[config.mk]
export PLATFORM = sky130hd
export DESIGN_NAME = deadline_timer_queue_top
export DESIGN_NICKNAME = d
export VERILOG_FILES = /design/src/rtl/dtq_pkg.sv /design/src/rtl/dtq_ram.sv /design/src/rtl/dtq_scan.sv /design/src/rtl/deadline_timer_queue_top.sv
export SDC_FILE = /design/constraint.sdc
export NUM_CORES = 2
export LEC_CHECK = 0
export BUFFER_PORTS_ARGS = -buffer_cell sky130_fd_sc_hd__buf_2
export CAP_MARGIN = 0
export CORE_AREA = 2 2 363 365
export CTS_BUF_LIST = sky130_fd_sc_hd__clkbuf_8
export DETAILED_ROUTE_END_ITERATION = 7
export DIE_AREA = 0 0 365 367
export GPL_TIMING_DRIVEN = 0
export PLACE_DENSITY = 0.71
export SYNTH_ARGS = -nofsm -noshare
export SYNTH_HDL_FRONTEND = slang
export SYNTH_SLANG_ARGS = --single-unit
[constraint.sdc]
create_clock -name clk_i -period 8.5 [get_ports clk_i]
set_clock_uncertainty 0.15 [all_clocks]
set_input_delay 0.85 -clock clk_i [delete_from_list [all_inputs] [get_ports clk_i]]
set_output_delay 0.85 -clock clk_i [all_outputs]
set_load 0.05 [all_outputs]
[src/rtl/dtq_pkg.sv]
package dtq_pkg;

  localparam int unsigned NUM_TIMERS_DEF = 16;
  localparam int unsigned TIME_BITS_DEF  = 32;

  // field widths at the ports
  localparam int unsigned CMD_W   = 3;
  localparam int unsigned ID_W    = 4;
  localparam int unsigned FIELD_W = 32;
  localparam int unsigned LATE_W  = 33;
  localparam int unsigned PREC_W  = 16;

  // most expiries reported by one elapse request
  localparam int unsigned RES_MAX = 16;

  typedef enum logic [CMD_W-1:0] {
    CMD_SCHEDULE = 3'd0,
    CMD_CANCEL   = 3'd1,
    CMD_RESTART  = 3'd2,
    CMD_ELAPSE   = 3'd3,
    CMD_CLEAR    = 3'd4
  } cmd_e;

  typedef enum logic [2:0] {
    ST_IDLE,
    ST_PRE_SCAN,
    ST_WRITE,
    ST_POST_SCAN,
    ST_JUDGE,
    ST_ESCAN,
    ST_STATUS
  } state_e;

  typedef struct packed {
    logic busy;
    logic done;
    logic found;
  } scan_stat_t;

endpackage

[src/rtl/dtq_ram.sv]
module dtq_ram #(
  parameter int unsigned WIDTH = 8,
  parameter int unsigned DEPTH = 16
) (
  input  logic                     clk_i,
  input  logic                     we_i,
  input  logic [$clog2(DEPTH)-1:0] waddr_i,
  input  logic [WIDTH-1:0]         wdata_i,
  input  logic [$clog2(DEPTH)-1:0] raddr_i,
  output logic [WIDTH-1:0]         rdata_o
);

  logic [WIDTH-1:0] mem_q [DEPTH];
  logic [WIDTH-1:0] rdata_q;

  always_ff @(posedge clk_i) begin
    if (we_i) begin
      mem_q[waddr_i] <= wdata_i;
    end
    rdata_q <= mem_q[raddr_i];
  end

  assign rdata_o = rdata_q;

endmodule

[src/rtl/dtq_scan.sv]
// Earliest-deadline search: one slot per cycle through a single comparator.
module dtq_scan #(
  parameter int unsigned NUM_TIMERS = dtq_pkg::NUM_TIMERS_DEF,
  parameter int unsigned TIME_BITS  = dtq_pkg::TIME_BITS_DEF
) (
  input  logic                          clk_i,
  input  logic                          rst_ni,
  input  logic                          start_i,
  input  logic [NUM_TIMERS-1:0]         active_i,
  input  logic [TIME_BITS-1:0]          rd_end_i,
  output logic [$clog2(NUM_TIMERS)-1:0] rd_addr_o,
  output dtq_pkg::scan_stat_t           stat_o,
  output logic [$clog2(NUM_TIMERS)-1:0] head_idx_o,
  output logic [TIME_BITS-1:0]          head_end_o
);

  import dtq_pkg::*;

  localparam int unsigned IW = $clog2(NUM_TIMERS);

  logic          busy_q;
  logic          done_q;
  logic [IW:0]   cnt_q;
  logic          cmp_v_q;
  logic [IW-1:0] cmp_idx_q;
  logic          found_q;
  logic [IW-1:0] best_idx_q;
  logic [TIME_BITS-1:0] best_end_q;
  logic          take;
  logic          issue;

  // strict less-than keeps the lowest index on equal deadlines
  assign take  = cmp_v_q && active_i[cmp_idx_q] && (!found_q || (rd_end_i < best_end_q));
  assign issue = busy_q && (cnt_q < (IW+1)'(NUM_TIMERS));

  always_ff @(posedge clk_i or negedge rst_ni) begin
    if (!rst_ni) begin
      busy_q  <= 1'b0;
      done_q  <= 1'b0;
      cnt_q   <= '0;
      cmp_v_q <= 1'b0;
      found_q <= 1'b0;
    end else if (start_i) begin
      busy_q  <= 1'b1;
      done_q  <= 1'b0;
      cnt_q   <= '0;
      cmp_v_q <= 1'b0;
      found_q <= 1'b0;
    end else begin
      done_q  <= 1'b0;
      cmp_v_q <= issue;
      if (issue) begin
        cnt_q <= cnt_q + 1'b1;
      end else if (busy_q) begin
        busy_q <= 1'b0;
        done_q <= 1'b1;
      end
      if (take) begin
        found_q <= 1'b1;
      end
    end
  end

  always_ff @(posedge clk_i) begin
    if (issue) begin
      cmp_idx_q <= cnt_q[IW-1:0];
    end
    if (take && !start_i) begin
      best_idx_q <= cmp_idx_q;
      best_end_q <= rd_end_i;
    end
  end

  assign rd_addr_o    = cnt_q[IW-1:0];
  assign stat_o.busy  = busy_q;
  assign stat_o.done  = done_q;
  assign stat_o.found = found_q;
  assign head_idx_o   = best_idx_q;
  assign head_end_o   = best_end_q;

endmodule

[src/rtl/deadline_timer_queue_top.sv]
// Schedule/restart: a head scan, the RAM write, then a second head scan before the result;
//   cancel, clear and unknown commands: two passes of the one-slot-per-cycle deadline
//   scan. Elapse: one head scan, then a rescan after each expiry. Output stalls lengthen all of these.
// Throughput: one request at a time; in_ready_o is high only while idle, and the next request
//   is taken while the last result waits. Reset (rst_ni low, async) empties queue, precision 0.
module deadline_timer_queue_top #(
  parameter int unsigned NUM_TIMERS = dtq_pkg::NUM_TIMERS_DEF,
  parameter int unsigned TIME_BITS  = dtq_pkg::TIME_BITS_DEF
) (
  input  logic                        clk_i,
  input  logic                        rst_ni,
  // configuration: precision register
  input  logic                        cfg_valid_i,
  output logic                        cfg_ready_o,
  input  logic [dtq_pkg::PREC_W-1:0]  cfg_data_i,
  // request channel
  input  logic                        in_valid_i,
  output logic                        in_ready_o,
  input  logic [dtq_pkg::CMD_W-1:0]   command_i,
  input  logic [dtq_pkg::ID_W-1:0]    timer_id_i,
  input  logic [dtq_pkg::FIELD_W-1:0] period_i,
  input  logic [dtq_pkg::FIELD_W-1:0] time_now_i,
  // result channel
  output logic                        out_valid_o,
  input  logic                        out_ready_i,
  output logic                        expired_valid_o,
  output logic [dtq_pkg::ID_W-1:0]    expired_id_o,
  output logic signed [dtq_pkg::LATE_W-1:0] lateness_o,
  output logic                        head_changed_o,
  output logic                        queue_empty_o,
  output logic [dtq_pkg::FIELD_W-1:0] next_deadline_o,
  output logic                        last_o
);

  import dtq_pkg::*;

  localparam int unsigned IW = $clog2(NUM_TIMERS);
  localparam int unsigned LW = (TIME_BITS > LATE_W) ? TIME_BITS : LATE_W;
  localparam int unsigned NW = $clog2(RES_MAX + 1);

  // Slot times live in a RAM ({start, end} per slot). Active bits and written bits are
  // flops; a slot never written has no defined RAM contents, and restart gives it zero duration.
  // Flow of a request:
  //   PRE_SCAN  find the current head (h0)
  //   WRITE     schedule/restart: store start and saturated end, mark active
  //   POST_SCAN find the new head; STATUS reports it
  //   elapse    JUDGE tests the head against now + precision, pops it and rescans
  //             (ESCAN) until nothing fires or RES_MAX expiries are out.
  // Head changed = head was the rescheduled slot, or head after differs from h0.

  state_e state_q, state_d;

  cmd_e                 cmd_q;
  logic [IW-1:0]        id_q;
  logic                 id_ok_q;
  logic [TIME_BITS-1:0] period_q;
  logic [TIME_BITS-1:0] now_q;
  logic [PREC_W-1:0]    prec_q;

  logic [NUM_TIMERS-1:0] active_q, active_d;
  logic [NUM_TIMERS-1:0] written_q, written_d;

  logic          h0_found_q;
  logic [IW-1:0] h0_idx_q;
  logic          chg_q;

  // expiry held back until we know whether it is the last result
  logic              pend_v_q;
  logic [IW-1:0]     pend_id_q;
  logic [LATE_W-1:0] pend_late_q;
  logic [NW-1:0]     cnt_q;

  // output register
  logic              out_valid_q;
  logic              ev_q;
  logic [ID_W-1:0]   eid_q;
  logic [LATE_W-1:0] late_q;
  logic              chg_out_q;
  logic              empty_q;
  logic [FIELD_W-1:0] next_q;
  logic              last_q;

  // scan unit and slot RAM
  logic                   scan_start;
  scan_stat_t             scan_stat;
  logic [IW-1:0]          scan_addr;
  logic [IW-1:0]          head_idx;
  logic [TIME_BITS-1:0]   head_end;
  logic [IW-1:0]          ram_raddr;
  logic [2*TIME_BITS-1:0] ram_rdata;
  logic [2*TIME_BITS-1:0] ram_wdata;
  logic                   ram_we;

  logic in_acc;
  logic out_free;
  logic save_h0;
  logic pop;
  logic emit_mid;
  logic emit_fin;
  logic fire;
  logic c1;
  logic differ;

  logic [TIME_BITS-1:0] rd_start;
  logic [TIME_BITS-1:0] rd_end;
  logic [TIME_BITS-1:0] dur;
  logic [TIME_BITS:0]   sum;
  logic [TIME_BITS-1:0] end_new;
  logic [LW-1:0]        late_full;

  assign in_ready_o  = (state_q == ST_IDLE);
  assign cfg_ready_o = 1'b1;
  assign in_acc      = in_valid_i && in_ready_o;
  assign out_free    = !out_valid_q || out_ready_i;

  // scan owns the read port while it runs
  assign ram_raddr = scan_stat.busy ? scan_addr : id_q;
  assign rd_start  = ram_rdata[2*TIME_BITS-1:TIME_BITS];
  assign rd_end    = ram_rdata[TIME_BITS-1:0];

  // restart reuses the stored duration; never-written slot gives zero
  always_comb begin
    if (cmd_q == CMD_RESTART) begin
      dur = written_q[id_q] ? (rd_end - rd_start) : '0;
    end else begin
      dur = period_q;
    end
  end

  // end time saturates at the largest time
  assign sum       = {1'b0, now_q} + {1'b0, dur};
  assign end_new   = sum[TIME_BITS] ? '1 : sum[TIME_BITS-1:0];
  assign ram_wdata = {now_q, end_new};
  assign ram_we    = (state_q == ST_WRITE);

  // expires when now + precision > end, no wrap
  assign fire = scan_stat.found && (cnt_q < NW'(RES_MAX)) &&
                (({1'b0, now_q} + (TIME_BITS+1)'(prec_q)) > {1'b0, head_end});
  assign late_full = LW'(now_q) - LW'(head_end);

  // rescheduled slot was the head before the request
  assign c1 = ((cmd_q == CMD_SCHEDULE) || (cmd_q == CMD_RESTART)) && id_ok_q &&
              active_q[id_q] && scan_stat.found && (head_idx == id_q);
  assign differ = (h0_found_q != scan_stat.found) ||
                  (scan_stat.found && (head_idx != h0_idx_q));

  dtq_ram #(
    .WIDTH (2*TIME_BITS),
    .DEPTH (NUM_TIMERS)
  ) u_slots (
    .clk_i   (clk_i),
    .we_i    (ram_we),
    .waddr_i (id_q),
    .wdata_i (ram_wdata),
    .raddr_i (ram_raddr),
    .rdata_o (ram_rdata)
  );

  dtq_scan #(
    .NUM_TIMERS (NUM_TIMERS),
    .TIME_BITS  (TIME_BITS)
  ) u_scan (
    .clk_i      (clk_i),
    .rst_ni     (rst_ni),
    .start_i    (scan_start),
    .active_i   (active_q),
    .rd_end_i   (rd_end),
    .rd_addr_o  (scan_addr),
    .stat_o     (scan_stat),
    .head_idx_o (head_idx),
    .head_end_o (head_end)
  );

  // sequencer
  always_comb begin
    state_d    = state_q;
    active_d   = active_q;
    written_d  = written_q;
    scan_start = 1'b0;
    save_h0    = 1'b0;
    pop        = 1'b0;
    emit_mid   = 1'b0;
    emit_fin   = 1'b0;
    case (state_q)
      ST_IDLE: begin
        if (in_acc) begin
          scan_start = 1'b1;
          state_d    = ST_PRE_SCAN;
        end
      end
      ST_PRE_SCAN: begin
        if (scan_stat.done) begin
          save_h0 = 1'b1;
          case (cmd_q)
            CMD_SCHEDULE, CMD_RESTART: begin
              if (id_ok_q) begin
                state_d = ST_WRITE;
              end else begin
                scan_start = 1'b1;
                state_d    = ST_POST_SCAN;
              end
            end
            CMD_CANCEL: begin
              if (id_ok_q) begin
                active_d[id_q] = 1'b0;
              end
              scan_start = 1'b1;
              state_d    = ST_POST_SCAN;
            end
            CMD_ELAPSE: begin
              state_d = scan_stat.found ? ST_JUDGE : ST_STATUS;
            end
            CMD_CLEAR: begin
              active_d   = '0;
              scan_start = 1'b1;
              state_d    = ST_POST_SCAN;
            end
            default: begin
              scan_start = 1'b1;
              state_d    = ST_POST_SCAN;
            end
          endcase
        end
      end
      ST_WRITE: begin
        active_d[id_q]  = 1'b1;
        written_d[id_q] = 1'b1;
        scan_start      = 1'b1;
        state_d         = ST_POST_SCAN;
      end
      ST_POST_SCAN: begin
        if (scan_stat.done) begin
          state_d = ST_STATUS;
        end
      end
      ST_JUDGE: begin
        if (fire) begin
          if (!pend_v_q || out_free) begin
            emit_mid           = pend_v_q;
            pop                = 1'b1;
            active_d[head_idx] = 1'b0;
            scan_start         = 1'b1;
            state_d            = ST_ESCAN;
          end
        end else begin
          state_d = ST_STATUS;
        end
      end
      ST_ESCAN: begin
        if (scan_stat.done) begin
          state_d = ST_JUDGE;
        end
      end
      ST_STATUS: begin
        if (out_free) begin
          emit_fin = 1'b1;
          state_d  = ST_IDLE;
        end
      end
      default: begin
        state_d = ST_IDLE;
      end
    endcase
  end

  // control state
  always_ff @(posedge clk_i or negedge rst_ni) begin
    if (!rst_ni) begin
      state_q     <= ST_IDLE;
      active_q    <= '0;
      written_q   <= '0;
      prec_q      <= '0;
      pend_v_q    <= 1'b0;
      cnt_q       <= '0;
      out_valid_q <= 1'b0;
    end else begin
      state_q   <= state_d;
      active_q  <= active_d;
      written_q <= written_d;
      if (cfg_valid_i && cfg_ready_o) begin
        prec_q <= cfg_data_i;
      end
      if (in_acc) begin
        pend_v_q <= 1'b0;
        cnt_q    <= '0;
      end else if (pop) begin
        pend_v_q <= 1'b1;
        cnt_q    <= cnt_q + 1'b1;
      end
      if (emit_mid || emit_fin) begin
        out_valid_q <= 1'b1;
      end else if (out_ready_i) begin
        out_valid_q <= 1'b0;
      end
    end
  end

  // request and working payload
  always_ff @(posedge clk_i) begin
    if (in_acc) begin
      cmd_q    <= cmd_e'(command_i);
      id_q     <= IW'(timer_id_i);
      id_ok_q  <= (32'(timer_id_i) < NUM_TIMERS);
      period_q <= TIME_BITS'(period_i);
      now_q    <= TIME_BITS'(time_now_i);
    end
    if (save_h0) begin
      h0_found_q <= scan_stat.found;
      h0_idx_q   <= head_idx;
      chg_q      <= c1;
    end
    if (pop) begin
      pend_id_q   <= head_idx;
      pend_late_q <= late_full[LATE_W-1:0];
    end
  end

  // result register
  always_ff @(posedge clk_i) begin
    if (emit_mid) begin
      ev_q      <= 1'b1;
      eid_q     <= ID_W'(pend_id_q);
      late_q    <= pend_late_q;
      chg_out_q <= 1'b0;
      empty_q   <= 1'b0;
      next_q    <= '0;
      last_q    <= 1'b0;
    end else if (emit_fin) begin
      ev_q      <= pend_v_q;
      eid_q     <= pend_v_q ? ID_W'(pend_id_q) : '0;
      late_q    <= pend_v_q ? pend_late_q : '0;
      chg_out_q <= chg_q || differ;
      empty_q   <= !scan_stat.found;
      next_q    <= scan_stat.found ? FIELD_W'(head_end) : '0;
      last_q    <= 1'b1;
    end
  end

  assign out_valid_o     = out_valid_q;
  assign expired_valid_o = ev_q;
  assign expired_id_o    = eid_q;
  assign lateness_o      = $signed(late_q);
  assign head_changed_o  = chg_out_q;
  assign queue_empty_o   = empty_q;
  assign next_deadline_o = next_q;
  assign last_o          = last_q;

endmodule

---- Word level (Yosys, flattened, before mapping) ----
Memories as Yosys holds them, arrays and structs flattened. A register that Yosys moved wholly into a read port is not among the register bits.
Index checks and enable logic that the tools add are counted.
storage, ports and cells
  register bits ........................... 294
  RAM bits ................................ 1024
  memories ................................ 1
  bits of input ports ..................... 92
cells by class
  muxes and demuxes ....................... 68
  eq/ne operators ......................... 23
  $add $sub $neg .......................... 6
  reductions and logical operators ........ 36
  order comparisons ....................... 9
  bitwise operators ....................... 6
memories
  memory         words  bits a word  read ports  clocked after memory_dff  write ports  line           RTL
  u_slots.mem_q  16     64           1           1                         1            dtq_ram.sv:13  logic [WIDTH-1:0] mem_q [DEPTH];
operators with widths
  cell                                                        count
  two-way mux 32 bit                                          4
  two-way mux 33 bit                                          3
  two-way mux 16 bit                                          3
  one-hot mux 16 bit (3 select lines)                         1
  adder 32 x 16 -> 33 bit                                     1
  adder 32 x 32 -> 33 bit                                     1
  greater-than comparator 33 x 32 -> 1 bit                    1
  subtractor 32 x 32 -> 33 bit                                1
  AND 16 bit                                                  2
  less-than comparator 32 bit                                 1
  two-way mux 1 bit                                           32
  inverter 16 bit                                             2
  OR 16 bit                                                   2
  one-hot mux 16 bit (2 select lines)                         1
  subtractor 32 bit                                           1
  two-way mux 3 bit                                           7
  one-hot mux 3 bit (7 select lines)                          1
  two-way mux 5 bit                                           4
  two-way mux 4 bit                                           4
  less-than comparator 4 x 5 -> 1 bit, second input constant  3
  logical AND 1 bit                                           13
  binary-select mux 1 bit (select 4 bit)                      3
  == test 3 x 2 -> 1 bit, second input constant               4
  == test 3 bit, second input constant                        4
  24 further kinds                                            49

---- Logic depth before layout (Yosys ltp) ----
  word-level depth ........................ 9
  gate-level depth with buffers ........... 26
  gate-level depth less buffers ........... 25

---- Cells and area by module ----
A second synthesis with hierarchy kept.
second synthesis, totals
  cells, all modules ...................... 3399
  area total of the unflattened synthesis .. 57979.4 µm²
modules (own cells, without submodules)
  module                    times used  area an instance (µm²)  seq. area each (µm²)  cells each
  dtq_ram                   1           39581.7                 32030.7               1647
  deadline_timer_queue_top  1           15891.5                 6706.4                1563
  dtq_scan                  1           2506.2                  1426.4                189

---- Worst setup path after synthesis ----
No wires, ideal clock.
  kind .................................... reg-to-reg
  from .................................... register now_q[1]
  to ...................................... register u_scan.best_end_q[0], in the netlist u_scan.head_end_o[0] (enable)
  arrival ................................. 6684 ps
  clock period less this slack ............ 7285 ps
  stages on the path, launching flop included .. 23
  path slack .............................. 1215 ps
  path buffers ............................ 1
  cells stage by stage .................... edfxtp_1 -> inv_1 -> fa_1 -> nor2b_1 -> o21ai_2 -> a21oi_1 -> o41ai_1 -> o21ba_2 -> nor3_1 -> nand2_1 -> xnor2_1 -> ha_1 -> a21o_1 -> a21o_1 -> a2111oi_2 -> o221ai_1 -> a211oi_1 -> o22ai_1 -> and2_1 -> buf_2 -> nand2_2 -> nand2_2 -> nor4b_2
between the ends
  cells in the longest elaborated chain, start to end .. 7
RTL lines
  what                                      line                             RTL
  start: declaration                        deadline_timer_queue_top.sv:57   logic [TIME_BITS-1:0] now_q;
  start signal: assignment                  deadline_timer_queue_top.sv:305  now_q <= TIME_BITS'(time_now_i);
  adder 32 x 16 -> 33 bit                   deadline_timer_queue_top.sv:138  (({1'b0, now_q} + (TIME_BITS+1)'(prec_q)) > {1'b0, head_end});
  greater-than comparator 33 x 32 -> 1 bit  deadline_timer_queue_top.sv:138
  logical AND 1 bit                         deadline_timer_queue_top.sv:137  assign fire = scan_stat.found && (cnt_q < NW'(RES_MAX)) &&
  two-way mux 1 bit                         deadline_timer_queue_top.sv:237  if (fire) begin
  one-hot mux 1 bit (4 select lines)        deadline_timer_queue_top.sv:184  case (state_q)
  logical NOT 1 bit                         dtq_scan.sv:68                   if (take && !start_i) begin
  logical AND 1 bit                         dtq_scan.sv:68
  end signal: assignment                    dtq_scan.sv:70                   best_end_q <= rd_end_i;
  end: declaration                          dtq_scan.sv:28                   logic [TIME_BITS-1:0] best_end_q;
No other way between the ends.
A chain may end at the register's enable or synchronous reset.

---- Final worst setup path ----
  from .................................... register now_q[0]
  to ...................................... register u_scan.best_end_q[0], in the netlist u_scan.head_end_o[0] (enable)
The elaborated chain is that of the path after synthesis.

==> flow_summary.yaml <==
outcome:
  status: "complete, no violations"
finish:
  finalNetCount: 4303
  final_cell_mix: "edfxtp_1 (1215), nand2_1 (296), mux4_2 (270), clkbuf_8 (227), buf_2 (192)"
  syn2layout_area_growth_pct: 15.6
  fin_area_um2: 67200
  drive_gt1_frac: 0.207
  final_common_cell: "edfxtp_1"
sta:
  setup_viol: 0
  slew_headroom: 0.0361
  period_needed_ns: 7.82
  worst_pin_slew_ns: 1.41
  rsz0062_at_grt: "false"
  fmax_ghz: 0.128
  hold_viol_final: 0
  final.period_utilization: 0.920
  tns_ns: 0
  report.final.slew_viol_count: 0
synthesis:
  postSynth.asyncResetShare: 0.0485
  syn_inst: 3522
  post-synth-top-area-cell: "edfxtp_1"
  synthesis.nets: 3794
  synth_seq_cells: 1382
  synth_area_um2: 58200
  synth_seq_area_share: 0.691
  avgSynthCellArea_um2: 16.5
  synth_warnings: 0
  synthFlopType: "edfxtp_1"
  synth-edff-count: 1215
  yosys-top-cells-area: "edfxtp_1 (63%), mux4_2 (10%), ha_1 (3.8%)"
  yosys.area.top_type_share: 0.627
  synth_cell_types: 85
pwr:
  power.internal_uw: 15500
  power.leakage_uw: 0.0240
  swShare: 0.370
  p_clk_frac: 0.222
  p_sw_uw: 9060
  power_frac_comb: 0.389
  seqPwrFrac: 0.389
  p_per_area_nw_per_um2: 365
  ir_worst_vdd_mv: 0.180
  p_total_uw: 24500
worst_setup_path:
  crit_fanout: 19
  cp-end-kind: "flop"
  cp.required_ns: 8.97
  startpoint_type: "flop"
  max_stage_delay_ns: 1.01
  criticalPathCategory: "flop to flop"
  critPathArrivalTime_ns: 8.29
  critPathSlowestCell: "edfxtp_1"
floorplanning:
  coreArea_um2: 130000
  dieHeight_um: 367
  dieWidth_um: 365
  ios: 168
  initial_utilization: 0.446
  rows: 133
  dieArea_um2: 134000
detailed_routing:
  drc_errors: 0
  routed_via_density: 5.64
  wl_um: 145000
  drt-initial-drc-count: 3486
  vias: 33727
  ant_nets: 0
  dr.pass1.iters: 6
  wire_per_inst_um: 24.3
run:
  drv_cap: 0
clock_tree:
  cts_resized: 0
  clock_path_buffers: 3
  clk_pin_slew_ns: 0.06
  cts_root_buffer: "clkbuf_8"
  clock-sinks: 1382
  clock_latency_ns: 0.94
  post_cts_buffers: 0
  cts_hold_buf: 88
  htree_levels: 4
  numCtsBuffers: 210
  cts_tree: "done"
global_route:
  grt_pass1_wl_um: 214000
  first_global_vias: 33859
  overflow: 0
  antenna_found_initial: 9
  grt_max_degree: 61
  grt_usage: 0.217
place:
  gp_congestion: 0.921
  hpwlAfterDp_um: 104000
  placed_area_um2: 62100
  port_buffers: 165
hold_path:
  min_path_type: "input port to asynchronous set/reset pin"
[cell usage after synthesis, drive strengths merged, types with 11 or more instances]
library cell / n
ha: 176
buf: 46
nor2: 80
a21o: 75
xor2: 40
edfxtp: 1215
mux2: 17
o21ai: 157
inv: 98
xnor2: 78
dfxtp: 100
nand3: 34
o22ai: 12
clkbuf: 100
dfrtp: 67
and2: 111
a211oi: 75
a31oi: 84
or3: 11
mux4: 270
nor2b: 19
or2: 16
o21a: 16
nand2b: 40
a21oi: 106
nand2: 298
nor3: 32
and3: 14
o31ai: 16
nand4: 15
[cell families after synthesis]
family,synth area share
AO/OA/AOI/OAI,0.0683
multiplexers,0.109
adder cells (fa/ha/maj),0.0392
XOR/XNOR,0.0178
flip-flops,0.691
buffers and inverters,0.0170
AND/OR/NAND/NOR,0.0576
other,0.0000645
[worst max-delay path: cells and delay by family (launching register included)]
family | cells | cell delay [ns]
AOI/OAI and AO/OA | 10 | 2.36
and+or+nand+nor | 7 | 2.06
adders and majority gates | 3 | 1.04
DFF | 1 | 1.01
buffers and inverters | 4 | 0.70
xor gates and xnor gates | 1 | 0.17
[path summary, 6_finish.rpt]
path / from / to / slack, ns / depth (start not counted)
max: now_q[0]$_DFFE_PP_ / u_scan.head_end_o[0]$_DFFE_PP_ / 0.68 / 25
min: rst_ni / written_q[3]$_DFFE_PN0P_ / 0.14 / 2
max reg2reg: now_q[0]$_DFFE_PP_ / u_scan.head_end_o[0]$_DFFE_PP_ / 0.68 / 25
min reg2reg: u_scan.cmp_idx_q[3]$_DFFE_PP_ / u_scan.head_idx_o[3]$_DFFE_PP_ / 0.29 / 0
max in group asynchronous: rst_ni / prec_q[0]$_DFFE_PN0P_ / 7.48 / 3
min in group clk_i: out_ready_i / state_q[1]$_DFFE_PN0P_ / 0.18 / 3
[power groups by stage]
stage / Combinational, µW / Clock (µW) / Sequential (µW)
finish: 9530 / 5450 / 9550
floorplan: 6360 / 0 / 9780
global placement: 9230 / 0 / 9690
detailed placement: 9470 / 0 / 9670
global route: 10400 / 5840 / 9610
CTS: 9540 / 5550 / 9530
[routing by layer]
| layer | vias up | part of all wire | track usage |
|---|---|---|---|
| li1 | 14907 | - | - |
| met1 | 17091 | 0.41 | 0.295 |
| met2 | 1475 | 0.48 | 0.349 |
| met3 | 254 | 0.085 | 0.0418 |
| met4 | 0 | 0.029 | 0.0745 |
| met5 | - | 0 | 0 |
[metrics by stage]
stage | util | hold slack [ns] | cells | setup slack [ns]
after detailed placement | 0.476 | 0.284 | 5485 | 0.656
final | 0.515 | 0.143 | 5977 | 0.683
after global placement | 0.469 | 0.279 | 5442 | -2.54
after floorplan | - | 0.271 | 3522 | 1.22
after CTS | 0.515 | 0.0737 | 5970 | 0.631
after global routing | 0.515 | 0.112 | 5974 | 0.279
[final cells by class]
cell class                      count  area (µm²)
Antenna cell                        6        15.0
Buffer                            146         622
Clock buffer                      227        3120
Clock inverter                    170        1090
Fill cell                       10681       63200
Inverter                           98         378
Multi-Input combinational cell   1896       17100
Sequential cell                  1382       40200
Tap cell                         1755        2200
Timing Repair Buffer              297        2520
[registers in the layout, summed over array words and instances (netlist names), 32 cells and up]
register / cells
lateness_o: 33
period_q: 32
u_slots.rdata_o: 64
next_deadline_o: 32
u_scan.head_end_o: 32
u_slots.mem_q: 1024
now_q: 32
pend_late_q: 33
No activity file was read; power rests on OpenSTA's default activity.
